$ cat src/hw/rtl/ihc_pkg.sv
// ----------------------------------------------------------------------------
// ihc_pkg
// Shared types and constants for the IPv4 header checker: verdict and
// protocol codes, register indexes and the per-packet summary record.
// ----------------------------------------------------------------------------
package ihc_pkg;

	// byte-level constants
	localparam int unsigned BYTE_W        = 8;
	localparam int unsigned COUNT_W       = 16;
	localparam int unsigned SUM_W         = 17;
	localparam int unsigned HDR_BYTES_W   = 6;
	localparam int unsigned ADDR_W        = 32;
	localparam int unsigned LEN_W         = 16;
	localparam int unsigned CFG_DATA_W    = 32;
	localparam int unsigned CFG_IDX_W     = 1;

	localparam logic [COUNT_W-1:0] MIN_HEADER   = 16'd20;
	localparam logic [COUNT_W-1:0] COUNT_MAX    = 16'hFFFF;
	localparam logic [3:0]         IP_VERSION   = 4'h4;
	localparam logic [15:0]        FLAG_MF      = 16'h2000;
	localparam logic [15:0]        FRAG_OFFSET  = 16'h1FFF;
	localparam logic [LEN_W-1:0]   MAX_SIZE_RST = 16'd1500;

	// header byte positions
	localparam logic [COUNT_W-1:0] POS_VER_IHL  = 16'd0;
	localparam logic [COUNT_W-1:0] POS_TLEN_HI  = 16'd2;
	localparam logic [COUNT_W-1:0] POS_TLEN_LO  = 16'd3;
	localparam logic [COUNT_W-1:0] POS_FLAGS_HI = 16'd6;
	localparam logic [COUNT_W-1:0] POS_FLAGS_LO = 16'd7;
	localparam logic [COUNT_W-1:0] POS_PROTO    = 16'd9;
	localparam logic [COUNT_W-1:0] POS_CSUM_HI  = 16'd10;
	localparam logic [COUNT_W-1:0] POS_CSUM_LO  = 16'd11;
	localparam logic [COUNT_W-1:0] POS_SRC      = 16'd12;
	localparam logic [COUNT_W-1:0] POS_DST      = 16'd16;
	localparam logic [COUNT_W-1:0] POS_HDR_END  = 16'd20;

	// protocol numbers
	localparam logic [7:0] PROTO_ICMP = 8'd1;
	localparam logic [7:0] PROTO_TCP  = 8'd6;
	localparam logic [7:0] PROTO_UDP  = 8'd17;

	// queue depth between front and back
	localparam int unsigned QUEUE_DEPTH_DEF = 2;

	// register indexes
	localparam logic [CFG_IDX_W-1:0] REG_LOCAL_IP = 1'b0;
	localparam logic [CFG_IDX_W-1:0] REG_MAX_SIZE = 1'b1;

	typedef enum logic [3:0] {
		VERDICT_OK       = 4'd0,
		VERDICT_SHORT    = 4'd1,
		VERDICT_LONG     = 4'd2,
		VERDICT_VERSION  = 4'd3,
		VERDICT_HDRLEN   = 4'd4,
		VERDICT_FRAGMENT = 4'd5,
		VERDICT_ZEROLEN  = 4'd6,
		VERDICT_DEST     = 4'd7,
		VERDICT_CHECKSUM = 4'd8,
		VERDICT_PROTOCOL = 4'd9
	} verdict_t;

	typedef enum logic [1:0] {
		PCLASS_ICMP  = 2'd0,
		PCLASS_TCP   = 2'd1,
		PCLASS_UDP   = 2'd2,
		PCLASS_OTHER = 2'd3
	} pclass_t;

	// summary of one packet, handed from front to back
	typedef struct packed {
		logic [COUNT_W-1:0]     byte_count;
		logic [3:0]             version;
		logic [HDR_BYTES_W-1:0] hdr_bytes;
		logic                   fragment;
		logic [LEN_W-1:0]       total_length;
		logic [SUM_W-1:0]       sum;
		logic [15:0]            stored_checksum;
		pclass_t                pclass;
		logic [ADDR_W-1:0]      source;
		logic [ADDR_W-1:0]      dest;
	} pkt_rec_t;

	// protocol byte to class
	function automatic pclass_t classify_proto(input logic [7:0] proto);
		pclass_t c;
		unique case (proto)
			PROTO_ICMP: c = PCLASS_ICMP;
			PROTO_TCP:  c = PCLASS_TCP;
			PROTO_UDP:  c = PCLASS_UDP;
			default:    c = PCLASS_OTHER;
		endcase
		return c;
	endfunction

endpackage

$ cat src/hw/rtl/ihc_front.sv
// ----------------------------------------------------------------------------
// ihc_front
// Byte parser: counts bytes, captures header fields and keeps the running
// ones'-complement header sum; on the last byte it emits a packet summary.
// ----------------------------------------------------------------------------
module ihc_front (
	input  logic                          clk,
	input  logic                          arst_n,
	input  logic                          in_valid,
	output logic                          in_ready,
	input  logic [7:0]                    data_byte,
	input  logic                          last_byte,
	input  logic                          queue_full,
	output logic                          push,
	output ihc_pkg::pkt_rec_t             push_rec
);
	import ihc_pkg::*;

	logic [COUNT_W-1:0] byte_count_q, byte_count_n;
	logic [SUM_W-1:0]   sum_q, sum_n;
	logic [7:0]         hold_q, hold_n;
	logic [7:0]         ver_ihl_q, ver_ihl_n;
	logic [15:0]        flags_q, flags_n;
	logic [LEN_W-1:0]   tlen_q, tlen_n;
	logic [15:0]        csum_q, csum_n;
	logic [7:0]         proto_q, proto_n;
	logic [ADDR_W-1:0]  src_q, src_n;
	logic [ADDR_W-1:0]  dst_q, dst_n;
	logic [HDR_BYTES_W-1:0] hb_n;
	logic [15:0]        word;
	logic [SUM_W:0]     sum_wide;
	logic               accept;
	logic [COUNT_W-1:0] pos;

	assign in_ready = !queue_full;
	assign accept   = in_valid && in_ready;
	assign pos      = byte_count_q;

	// field capture by byte position
	always_comb begin
		ver_ihl_n = ver_ihl_q;
		tlen_n    = tlen_q;
		flags_n   = flags_q;
		proto_n   = proto_q;
		csum_n    = csum_q;
		src_n     = src_q;
		dst_n     = dst_q;
		if (pos == POS_VER_IHL) begin
			ver_ihl_n = data_byte;
		end else if (pos == POS_TLEN_HI || pos == POS_TLEN_LO) begin
			tlen_n = {tlen_q[7:0], data_byte};
		end else if (pos == POS_FLAGS_HI || pos == POS_FLAGS_LO) begin
			flags_n = {flags_q[7:0], data_byte};
		end else if (pos == POS_PROTO) begin
			proto_n = data_byte;
		end else if (pos == POS_CSUM_HI || pos == POS_CSUM_LO) begin
			csum_n = {csum_q[7:0], data_byte};
		end else if (pos >= POS_SRC && pos < POS_DST) begin
			src_n = {src_q[23:0], data_byte};
		end else if (pos >= POS_DST && pos < POS_HDR_END) begin
			dst_n = {dst_q[23:0], data_byte};
		end
	end

	assign hb_n = {ver_ihl_n[3:0], 2'b00};

	// running header sum, checksum word counted as zero
	always_comb begin
		hold_n   = hold_q;
		sum_n    = sum_q;
		word     = (pos == POS_CSUM_LO) ? 16'h0000 : {hold_q, data_byte};
		sum_wide = {1'b0, sum_q} + {2'b00, word};
		if (!pos[0]) begin
			hold_n = data_byte;
		end else if (pos < {{(COUNT_W-HDR_BYTES_W){1'b0}}, hb_n}) begin
			sum_n = {1'b0, sum_wide[15:0]} + {{(SUM_W-2){1'b0}}, sum_wide[SUM_W:16]};
		end
	end

	// saturating byte counter
	assign byte_count_n = (byte_count_q != COUNT_MAX) ? byte_count_q + 1'b1 : byte_count_q;

	// summary of the packet as it stands after this byte
	always_comb begin
		push                     = accept && last_byte;
		push_rec.byte_count      = byte_count_n;
		push_rec.version         = ver_ihl_n[7:4];
		push_rec.hdr_bytes       = hb_n;
		push_rec.fragment        = ((flags_n & FLAG_MF) != 16'h0000) ||
		                           ((flags_n & FRAG_OFFSET) != 16'h0000);
		push_rec.total_length    = tlen_n;
		push_rec.sum             = sum_n;
		push_rec.stored_checksum = csum_n;
		push_rec.pclass          = classify_proto(proto_n);
		push_rec.source          = src_n;
		push_rec.dest            = dst_n;
	end

	// per-packet state, cleared after the last byte
	always_ff @(posedge clk or negedge arst_n) begin
		if (!arst_n) begin
			byte_count_q <= '0;
			sum_q        <= '0;
			hold_q       <= '0;
			ver_ihl_q    <= '0;
			flags_q      <= '0;
			tlen_q       <= '0;
			csum_q       <= '0;
			proto_q      <= '0;
			src_q        <= '0;
			dst_q        <= '0;
		end else if (accept) begin
			if (last_byte) begin
				byte_count_q <= '0;
				sum_q        <= '0;
				hold_q       <= '0;
				ver_ihl_q    <= '0;
				flags_q      <= '0;
				tlen_q       <= '0;
				csum_q       <= '0;
				proto_q      <= '0;
				src_q        <= '0;
				dst_q        <= '0;
			end else begin
				byte_count_q <= byte_count_n;
				sum_q        <= sum_n;
				hold_q       <= hold_n;
				ver_ihl_q    <= ver_ihl_n;
				flags_q      <= flags_n;
				tlen_q       <= tlen_n;
				csum_q       <= csum_n;
				proto_q      <= proto_n;
				src_q        <= src_n;
				dst_q        <= dst_n;
			end
		end
	end

	// a finished packet leaves the counter at zero
	a_clear_after_last: assert property (@(posedge clk) disable iff (!arst_n)
		push |=> (byte_count_q == '0 && sum_q == '0))
		else $error("byte count not cleared after last byte");

	// count and sum hold while no byte is taken
	a_stall_holds: assert property (@(posedge clk) disable iff (!arst_n)
		!accept |=> $stable(byte_count_q) && $stable(sum_q))
		else $error("front state moved without an accepted byte");

endmodule

$ cat src/hw/rtl/ihc_queue.sv
// ----------------------------------------------------------------------------
// ihc_queue
// Short queue of packet summaries between the parser and the verdict stage.
// ----------------------------------------------------------------------------
module ihc_queue #(
	parameter int unsigned DEPTH = ihc_pkg::QUEUE_DEPTH_DEF
) (
	input  logic              clk,
	input  logic              arst_n,
	input  logic              wr_en,
	input  ihc_pkg::pkt_rec_t wr_rec,
	input  logic              rd_en,
	output ihc_pkg::pkt_rec_t rd_rec,
	output logic              empty,
	output logic              full
);
	import ihc_pkg::*;

	localparam int unsigned PTR_W = (DEPTH > 1) ? $clog2(DEPTH) : 1;
	localparam int unsigned CNT_W = $clog2(DEPTH + 1);
	localparam logic [PTR_W-1:0] PTR_LAST = PTR_W'(DEPTH - 1);
	localparam logic [CNT_W-1:0] CNT_FULL = CNT_W'(DEPTH);

	pkt_rec_t           mem [DEPTH];
	logic [PTR_W-1:0]   wr_ptr_q, rd_ptr_q;
	logic [CNT_W-1:0]   count_q;

	assign empty  = (count_q == '0);
	assign full   = (count_q == CNT_FULL);
	assign rd_rec = mem[rd_ptr_q];

	// storage
	always_ff @(posedge clk) begin
		if (wr_en) begin
			mem[wr_ptr_q] <= wr_rec;
		end
	end

	// pointers and fill count
	always_ff @(posedge clk or negedge arst_n) begin
		if (!arst_n) begin
			wr_ptr_q <= '0;
			rd_ptr_q <= '0;
			count_q  <= '0;
		end else begin
			if (wr_en) begin
				wr_ptr_q <= (wr_ptr_q == PTR_LAST) ? '0 : wr_ptr_q + 1'b1;
			end
			if (rd_en) begin
				rd_ptr_q <= (rd_ptr_q == PTR_LAST) ? '0 : rd_ptr_q + 1'b1;
			end
			case ({wr_en, rd_en})
				2'b10:   count_q <= count_q + 1'b1;
				2'b01:   count_q <= count_q - 1'b1;
				default: count_q <= count_q;
			endcase
		end
	end

	a_no_overflow: assert property (@(posedge clk) disable iff (!arst_n)
		wr_en |-> !full)
		else $error("write into a full queue");

	a_no_underflow: assert property (@(posedge clk) disable iff (!arst_n)
		rd_en |-> !empty)
		else $error("read from an empty queue");

endmodule

$ cat src/hw/rtl/ihc_back.sv
// ----------------------------------------------------------------------------
// ihc_back
// Verdict stage: holds the configuration registers, runs the ordered checks
// on a packet summary and keeps the result in an output register.
// ----------------------------------------------------------------------------
module ihc_back (
	input  logic                                 clk,
	input  logic                                 arst_n,
	input  logic                                 cfg_we,
	input  logic [ihc_pkg::CFG_IDX_W-1:0]        cfg_index,
	input  logic [ihc_pkg::CFG_DATA_W-1:0]       cfg_data,
	input  ihc_pkg::pkt_rec_t                    head_rec,
	input  logic                                 queue_empty,
	output logic                                 pop,
	output logic                                 out_valid,
	input  logic                                 out_ready,
	output logic [3:0]                           verdict,
	output logic [1:0]                           protocol_class,
	output logic [ihc_pkg::HDR_BYTES_W-1:0]      header_bytes,
	output logic [ihc_pkg::LEN_W-1:0]            payload_length,
	output logic [ihc_pkg::ADDR_W-1:0]           source_ip
);
	import ihc_pkg::*;

	logic [ADDR_W-1:0]      local_ip_q;
	logic [LEN_W-1:0]       max_size_q;
	logic                   out_valid_q;
	verdict_t               verdict_q, verdict_c;
	pclass_t                pclass_q;
	logic [HDR_BYTES_W-1:0] hb_q;
	logic [LEN_W-1:0]       payload_q, payload_c;
	logic [ADDR_W-1:0]      source_q;
	logic [15:0]            computed;
	logic [LEN_W-1:0]       hb_wide;

	// configuration registers
	always_ff @(posedge clk or negedge arst_n) begin
		if (!arst_n) begin
			local_ip_q <= '0;
			max_size_q <= MAX_SIZE_RST;
		end else if (cfg_we) begin
			unique case (cfg_index)
				REG_LOCAL_IP: local_ip_q <= cfg_data;
				REG_MAX_SIZE: max_size_q <= cfg_data[LEN_W-1:0];
				default:      local_ip_q <= local_ip_q;
			endcase
		end
	end

	// ordered checks, first failure wins
	always_comb begin
		computed = ~head_rec.sum[15:0];
		hb_wide  = {{(LEN_W-HDR_BYTES_W){1'b0}}, head_rec.hdr_bytes};
		payload_c = (head_rec.total_length > hb_wide) ?
		            head_rec.total_length - hb_wide : '0;
		if (head_rec.byte_count < MIN_HEADER) begin
			verdict_c = VERDICT_SHORT;
		end else if (head_rec.byte_count > max_size_q) begin
			verdict_c = VERDICT_LONG;
		end else if (head_rec.version != IP_VERSION) begin
			verdict_c = VERDICT_VERSION;
		end else if (hb_wide < MIN_HEADER) begin
			verdict_c = VERDICT_HDRLEN;
		end else if (head_rec.fragment) begin
			verdict_c = VERDICT_FRAGMENT;
		end else if (head_rec.total_length == '0) begin
			verdict_c = VERDICT_ZEROLEN;
		end else if (head_rec.dest != local_ip_q) begin
			verdict_c = VERDICT_DEST;
		end else if (computed != head_rec.stored_checksum) begin
			verdict_c = VERDICT_CHECKSUM;
		end else if (head_rec.pclass == PCLASS_OTHER) begin
			verdict_c = VERDICT_PROTOCOL;
		end else begin
			verdict_c = VERDICT_OK;
		end
	end

	// take a summary whenever the output register is free or being drained
	assign pop = !queue_empty && (!out_valid_q || out_ready);

	always_ff @(posedge clk or negedge arst_n) begin
		if (!arst_n) begin
			out_valid_q <= 1'b0;
		end else if (pop) begin
			out_valid_q <= 1'b1;
		end else if (out_ready) begin
			out_valid_q <= 1'b0;
		end
	end

	// result payload
	always_ff @(posedge clk) begin
		if (pop) begin
			verdict_q <= verdict_c;
			pclass_q  <= head_rec.pclass;
			hb_q      <= head_rec.hdr_bytes;
			payload_q <= payload_c;
			source_q  <= head_rec.source;
		end
	end

	assign out_valid      = out_valid_q;
	assign verdict        = verdict_q;
	assign protocol_class = pclass_q;
	assign header_bytes   = hb_q;
	assign payload_length = payload_q;
	assign source_ip      = source_q;

	a_ok_has_known_proto: assert property (@(posedge clk) disable iff (!arst_n)
		(out_valid && verdict_q == VERDICT_OK) |-> (pclass_q != PCLASS_OTHER))
		else $error("ok verdict with an unknown protocol");

	a_ok_full_header: assert property (@(posedge clk) disable iff (!arst_n)
		(out_valid && verdict_q == VERDICT_OK) |-> (hb_q >= HDR_BYTES_W'(20)))
		else $error("ok verdict with a short header");

endmodule

$ cat src/hw/rtl/ipv4_header_checker_unit.sv
// ----------------------------------------------------------------------------
// ipv4_header_checker_unit
// Checks received IPv4 packets byte by byte and reports one verdict each.
//
// Input channel: in_valid/in_ready carry data_byte and last_byte, one packet
// byte per item in wire order. One byte is taken every clock; in_ready only
// drops while the summary queue is full, that is once two finished packets
// wait behind a verdict that the receiver has not yet taken.
// Output channel: out_valid/out_ready carry verdict, protocol_class,
// header_bytes, payload_length and source_ip, one item per packet. The
// summary is written into the queue at the edge that accepts the last byte
// and moves into the verdict register, where out_valid rises, once that
// register is free or being drained.
// Throughput: one byte per clock while the summary queue is not full;
// verdicts leave at up to one per clock.
// Receiver stall: the verdict register holds, finished packets wait in the
// queue, and the parser keeps taking bytes until the queue fills.
// Configuration: cfg_we/cfg_index/cfg_data write local_ip (index 0) and
// max_packet_size (index 1); unenforced: the user writes while block is idle.
// Reset: all per-packet state clears, local_ip resets to 0 and
// max_packet_size to 1500; the block is ready in the first cycle after it.
// ----------------------------------------------------------------------------
module ipv4_header_checker_unit #(
	parameter int unsigned QUEUE_DEPTH = ihc_pkg::QUEUE_DEPTH_DEF
) (
	input  logic                              clk,
	input  logic                              arst_n,
	input  logic                              in_valid,
	output logic                              in_ready,
	input  logic [7:0]                        data_byte,
	input  logic                              last_byte,
	output logic                              out_valid,
	input  logic                              out_ready,
	output logic [3:0]                        verdict,
	output logic [1:0]                        protocol_class,
	output logic [ihc_pkg::HDR_BYTES_W-1:0]   header_bytes,
	output logic [ihc_pkg::LEN_W-1:0]         payload_length,
	output logic [ihc_pkg::ADDR_W-1:0]        source_ip,
	input  logic                              cfg_we,
	input  logic [ihc_pkg::CFG_IDX_W-1:0]     cfg_index,
	input  logic [ihc_pkg::CFG_DATA_W-1:0]    cfg_data
);
	import ihc_pkg::*;

	logic     push, pop, q_empty, q_full;
	pkt_rec_t push_rec, head_rec;

	// byte parser
	ihc_front u_front (
		.clk        (clk),
		.arst_n     (arst_n),
		.in_valid   (in_valid),
		.in_ready   (in_ready),
		.data_byte  (data_byte),
		.last_byte  (last_byte),
		.queue_full (q_full),
		.push       (push),
		.push_rec   (push_rec)
	);

	// summary queue
	ihc_queue #(
		.DEPTH (QUEUE_DEPTH)
	) u_queue (
		.clk    (clk),
		.arst_n (arst_n),
		.wr_en  (push),
		.wr_rec (push_rec),
		.rd_en  (pop),
		.rd_rec (head_rec),
		.empty  (q_empty),
		.full   (q_full)
	);

	// verdict stage
	ihc_back u_back (
		.clk            (clk),
		.arst_n         (arst_n),
		.cfg_we         (cfg_we),
		.cfg_index      (cfg_index),
		.cfg_data       (cfg_data),
		.head_rec       (head_rec),
		.queue_empty    (q_empty),
		.pop            (pop),
		.out_valid      (out_valid),
		.out_ready      (out_ready),
		.verdict        (verdict),
		.protocol_class (protocol_class),
		.header_bytes   (header_bytes),
		.payload_length (payload_length),
		.source_ip      (source_ip)
	);

endmodule
$ cat config.mk
export PLATFORM = sky130hd
export DESIGN_NAME = ipv4_header_checker_unit
export DESIGN_NICKNAME = d
export VERILOG_FILES = /design/src/hw/rtl/ihc_pkg.sv /design/src/hw/rtl/ihc_front.sv /design/src/hw/rtl/ihc_queue.sv /design/src/hw/rtl/ihc_back.sv /design/src/hw/rtl/ipv4_header_checker_unit.sv
export SDC_FILE = /design/constraint.sdc
export NUM_CORES = 1
export LEC_CHECK = 0
export BUFFER_PORTS_ARGS = -buffer_cell sky130_fd_sc_hd__buf_2
export CORE_MARGIN = 3
export CORE_UTILIZATION = 60
export CTS_BUF_LIST = sky130_fd_sc_hd__clkbuf_16
export DETAILED_ROUTE_END_ITERATION = 10
export GPL_TIMING_DRIVEN = 0
export PLACE_DENSITY_LB_ADDON = 0.08
export SYNTH_ARGS = -nofsm -noshare
export SYNTH_HDL_FRONTEND = slang
export SYNTH_SLANG_ARGS = --single-unit
$ cat constraint.sdc
create_clock -name clk -period 9.4 [get_ports clk]
set_clock_uncertainty 0.1 [all_clocks]
set_input_delay 1.41 -clock clk [delete_from_list [all_inputs] [get_ports clk]]
set_output_delay 1.41 -clock clk [all_outputs]
set_load 0.01 [all_outputs]
Yosys cells after proc, flatten, opt, wreduce, memory -nomap -nowiden
Memory sizes are Yosys's and may differ from the RTL's.
Cells that the tools add are included.
- register bits after elaboration: 280
- latch bits: 0
- memory bits (writable): 280
- memory bits (read-only): 0
- output and inout bits: 62
- logic and storage cells: 145
- memories: 1
- memories (name ; words ; width ; rd ports ; clocked after Yosys merged registers in ; write ports ; line ; source):
    u_queue.mem ; 2 ; 140 ; 1 ; 0 ; 1 ; ihc_queue.sv:24 ; pkt_rec_t mem [DEPTH];
- add/subtract/negate cells: 8
- multiply operators: 0
- divide/modulo/power cells: 0
- order comparisons: 9
- equality and inequality tests: 19
- shift operators: 0
- multiplexer cells: 59
- bitwise operators: 2
- reductions and logical operators: 24
- operators by type and width (operator ; number):
    2-to-1 mux 32 bit ; 15
    2-to-1 mux 16 bit ; 12
    2-to-1 mux 8 bit ; 9
    2-to-1 mux 14 bit ; 4
    2-to-1 mux 17 bit ; 3
    == test 16 x 4 -> 1 bit (second input constant) ; 3
    < comparator 16 x 5 -> 1 bit (second input constant) ; 3
    == test 16 x 2 -> 1 bit (second input constant) ; 2
    == test 16 x 3 -> 1 bit (second input constant) ; 2
    zero test 16 bit ; 2
    != test 32 bit ; 1
    adder 17 x 16 -> 18 bit ; 1
    adder 16 x 2 -> 17 bit ; 1
    adder 16 x 1 -> 16 bit (second input constant) ; 1
    >= comparator 16 x 4 -> 1 bit (second input constant) ; 1
    >= comparator 16 x 5 -> 1 bit (second input constant) ; 1
    greater-than comparator 16 bit ; 1
    greater-than comparator 16 x 6 -> 1 bit ; 1
    < comparator 16 x 6 -> 1 bit ; 1
    != test 16 bit ; 1
    != test 16 bit (second input constant) ; 1
    NOT 16 bit ; 1
    nonzero test 16 bit ; 1
    subtractor 16 x 6 -> 16 bit ; 1
    26 further kinds ; 52

Longest topological paths before layout
- depth in word-level cells: 10
- gate-level depth with buffers: 27
- mapped depth without buffers: 25

Hierarchy
Synthesis repeated with hierarchy kept, for this count alone.
- cell total of the unflattened synthesis: 1853
- area total of the unflattened synthesis: 26043.7 sq um
- by module, submodules not included (module ; times used ; cells an instance ; area each (sq um) ; sequential area each (sq um)):
    ihc_queue ; 1 ; 458 ; 10710.3 ; 8628.3
    ihc_front ; 1 ; 995 ; 10054.6 ; 4179.0
    ihc_back ; 1 ; 400 ; 5278.8 ; 3036.7

Worst setup path after synthesis
OpenSTA, ideal clock, no wires.
- kind: input -> register
- start point: input port last_byte
- end point: memory u_queue.mem[0][0] in the netlist's numbering, enable pin
- library setup time: 0.640 ns
- arrival: 7.838 ns
- data required time: 8.660 ns
- slack: 0.822 ns
- stages on the path: 4
- path through: clkbuf_1 clkbuf_1 nand2_1 nor2_1
- word-level cells in the longest chain between the ends: 3
- RTL lines (what ; line ; source):
    from (decl) ; ipv4_header_checker_unit.sv:31 ; input logic last_byte,
    logical AND 1 bit ; ihc_front.sv:85 ; push = accept && last_byte;
    2-to-1 mux 1 bit ; ihc_queue.sv:34 ; if (wr_en) begin
    2-to-1 mux 1 bit (implied by the code) ; ihc_queue.sv:35 ; mem[wr_ptr_q] <= wr_rec;
    to (decl) ; ihc_queue.sv:24 ;
Every way passes these cells.

==> reports/results.txt <==
outcome = finished, final reports clean
measured slew at the worst slew-check pin = 1.20 ns
startpoint type of the worst setup path = register
DRC violation count after routing = 0
layout overhead on the synthesized area = 12.9%
predominant post-synthesis flop cell = edfxtp_1
DP Worst Slack = 2.36 ns
detailed-route wire length per cell = 22.4 µm
proportion of layout cells with a drive suffix above 1 = 20.9%
register cell area after layout = 15600 µm²
Post-Synthesis Mean Instance Area = 13.5 µm²
vias in the first global route = 15.9k
maximum clock insertion buffer count = 3
hold path start = u_front.proto_q[0]
placed cell areas = 26400 µm²
routed wire length = 58300 µm
post-CTS repair timing setup buffer count = 0
setup ws final = 2.46 ns
global route total overflow = 0
DRC marker count from the first detailed-route iteration = 1313
Worst EP required = 9.57 ns
VDD IR max = 0.000196 V
Post-Synthesis Cell Area = 24900 µm²
setup repair after global routing missed its margin = false
final RePlAce weighted congestion = 0.874
Clock Root Buffer = clkbuf_16
Gate Count Post-Synth = 1854
clock tree from TritonCTS = done
placeable core region = 40900 µm²
Syn. warnings = 0
flops & latches, synth = 556
crit path DAT = 7.12 ns
CP max stage delay = 0.73 ns
number of hold buffers added after cts = 0
Hold Path Class = register to register
count of input and output buffers = 105
routed vias/inst = 6.08
number of I/O pins = 109
first-pass GRT wire length = 90300 µm
chip height = 210 µm
startpoint of the worst setup timing path = u_front.byte_count_q[11]
number of instances resized during post-cts repair = 0
relative slew slack = 19.2%
power density of the placed cells = 289 nW/µm²
beginning of the worst register-to-register path = u_front.byte_count_q[11]
register area share after synthesis = 62.6%
cell class contributing the biggest share of worst-path delay = simple AND/OR/NAND/NOR gates
worst-path fanout max = 10
final slew viol count = 0
leakage power total = 0.0111 µW
count of buffer and inverter cells on the critical path = 2
design area = 28200 µm²
final-report setup violation count = 0
dpl hpwl = 40700 µm
final count of hold timing violations = 0
Max stage delay cell, worst path = o21ai_0
clock sink total = 556
Fillers = 2885
number of placement rows = 74
starting density of the core = 61.0%
clock transition at the registers of the reported paths = 0.06 ns
Pre-antenna DRT Iters = 6
multi-input gate area in the final layout = 8810 µm²
number of H-tree levels = 2
number of clock buffers inserted by TritonCTS = 56
number of antenna violations at the first check in global routing = 2
Synth async-reset ratio = 39.6%
Max Clk Rate = 144 MHz
overall die area = 44100 µm²
final antenna diode count = 0
number of enable flip-flop cells after synthesis = 336
later-pin clock latency in the skew report = 0.61 ns
final critical-path share of the clock period = 73.9%
final critical path time including I/O delays and setup = 6.94 ns
Horiz. Die Dim = 210 µm
remaining number of nets flagged by the antenna check after routing = 0
count of unique library cells instantiated by Yosys = 67
Total GRT Usage = 26.6%
type of destination of the critical path = register
reported max-cap violation count = 0
pin count of the biggest net entering global routing = 116
total via count in the routed design = 15.9k
Setup Crit Path Kind = register to register
fin nets = 2124
==> synth_stat cells, types with 41 or more instances <==
master / number / area [µm²]
mux2_2: 204 / 2300
nor2_1: 79 / 297
o21ai_0: 101 / 505
ha_1: 46 / 576
dfrtp_1: 213 / 5330
xnor2_1: 94 / 823
clkbuf_1: 77 / 289
nand2_1: 124 / 465
edfxtp_1: 336 / 10100
a22o_1: 84 / 736
a22oi_1: 58 / 435
a21oi_1: 42 / 210
mux2i_1: 59 / 591
inv_1: 41 / 154
==> cell type report <==
cell class / instances / area share (%)
Clock inverter: 48 / 1.12
Tap cell: 532 / 2.36
Multi-Input combinational cell: 1156 / 31.3
Buffer: 101 / 1.43
Inverter: 42 / 0.560
Clock buffer: 58 / 5.15
Timing Repair Buffer: 115 / 2.69
Sequential cell: 556 / 55.4
==> flip-flops by register name, indices dropped and copies added, names as in the netlist, 2 cells and up <==
signal and count:
u_front.sum_q 17, u_back.verdict 4, u_back.protocol_class 2, u_front.dst_q 32, u_front.proto_q 8, u_back.source_ip 32, u_front.tlen_q 16, u_front.csum_q 16
u_front.hold_q 8, u_front.flags_q 14, u_back.header_bytes 4, u_front.byte_count_q 16, u_back.max_size_q 16, u_front.ver_ihl_q 8, u_queue.count_q 2, u_front.src_q 32
u_back.payload_length 16, u_back.local_ip_q 32, u_queue.mem 278
==> stage by stage <==
step / total power (µW) / std cells / TNS [ns] / hold slack [ns] / utilization (%)
3_5_place_dp: 6020 / 2502 / 0 / 0.372 / 64.5
3_3_place_gp: 5960 / 2492 / -454.69 / 0.362 / 63.9
5_1_grt: 8560 / 2608 / 0 / 0.396 / 68.8
6_report: 8140 / 2608 / 0 / 0.389 / 68.8
4_1_cts: 8160 / 2608 / 0 / 0.385 / 68.8
2_1_floorplan: 5190 / 1855 / 0 / 0.349 / -
==> layout by cell type (no fill, tap or decap), types with 7 or more instances in the layout <==
cell and count:
a211oi_1 8, a21o_1 8, a21oi_1 41, a22o_1 84, a22oi_1 58, a31oi_1 11
and2_1 27, buf_1 10, buf_12 7, buf_2 115, clkbuf_1 77, clkbuf_16 58
clkinv_1 15, clkinv_2 9, dfrtp_1 213, dfstp_2 7, edfxtp_1 336, ha_1 46
inv_1 56, mux2_2 204, mux2i_1 59, nand2_1 124, nand2b_1 10, nand3_1 24
nand4_1 15, nor2_1 78, nor2b_1 13, nor3_1 18, nor4_1 24, o21ai_0 101
o21ai_1 12, xnor2_1 94, xor2_1 20
==> metal layers <==
layer	wire, µm	global-route usage [%]	vias up
met5	12	0	-
met4	1420	8.31	2
met3	4030	4.89	94
met2	26700	40.8	554
met1	26100	39.1	7949
li1	-	-	7266
==> power breakdown <==
group	internal [µW]	switching (µW)	total, µW
Combinational	975	1560	2530
Clock	1200	930	2130
Sequential	3220	257	3470
==> cell families after synthesis <==
kind of cell / share of synthesized area [%]
XOR/XNOR: 4.00
multiplexers: 11.6
AO/OA/AOI/OAI: 9.68
buffers and inverters: 2.25
adder cells (fa/ha/maj): 2.55
AND/OR/NAND/NOR: 7.37
flip-flops: 62.6
other: 0.0150
==> worst paths after layout <==
path | end | slack, ns | depth (start not counted)
min in group asynchronous | u_back.max_size_q[9] | 0.77 | 1
setup reg to reg | u_queue.mem[0][94] | 2.46 | 25
hold / removal | u_front.proto_q[0] | 0.39 | 2
hold reg to reg | u_front.proto_q[0] | 0.39 | 2
max in group asynchronous | u_front.src_q[30] | 7.30 | 2
setup / recovery | u_queue.mem[0][94] | 2.46 | 25
==> worst register-to-register path, delay by kind of cell (launching register included) <==
kind                       cells  cell delay, ns
and+or+nand+nor               10            2.44
DFF                            1            0.45
buffers and inverters          2            0.37
adders and majority gates      4            0.83
AOI/OAI and AO/OA              7            2.12
xor gates and xnor gates       2            0.34
(Power assumes the default switching activity.)
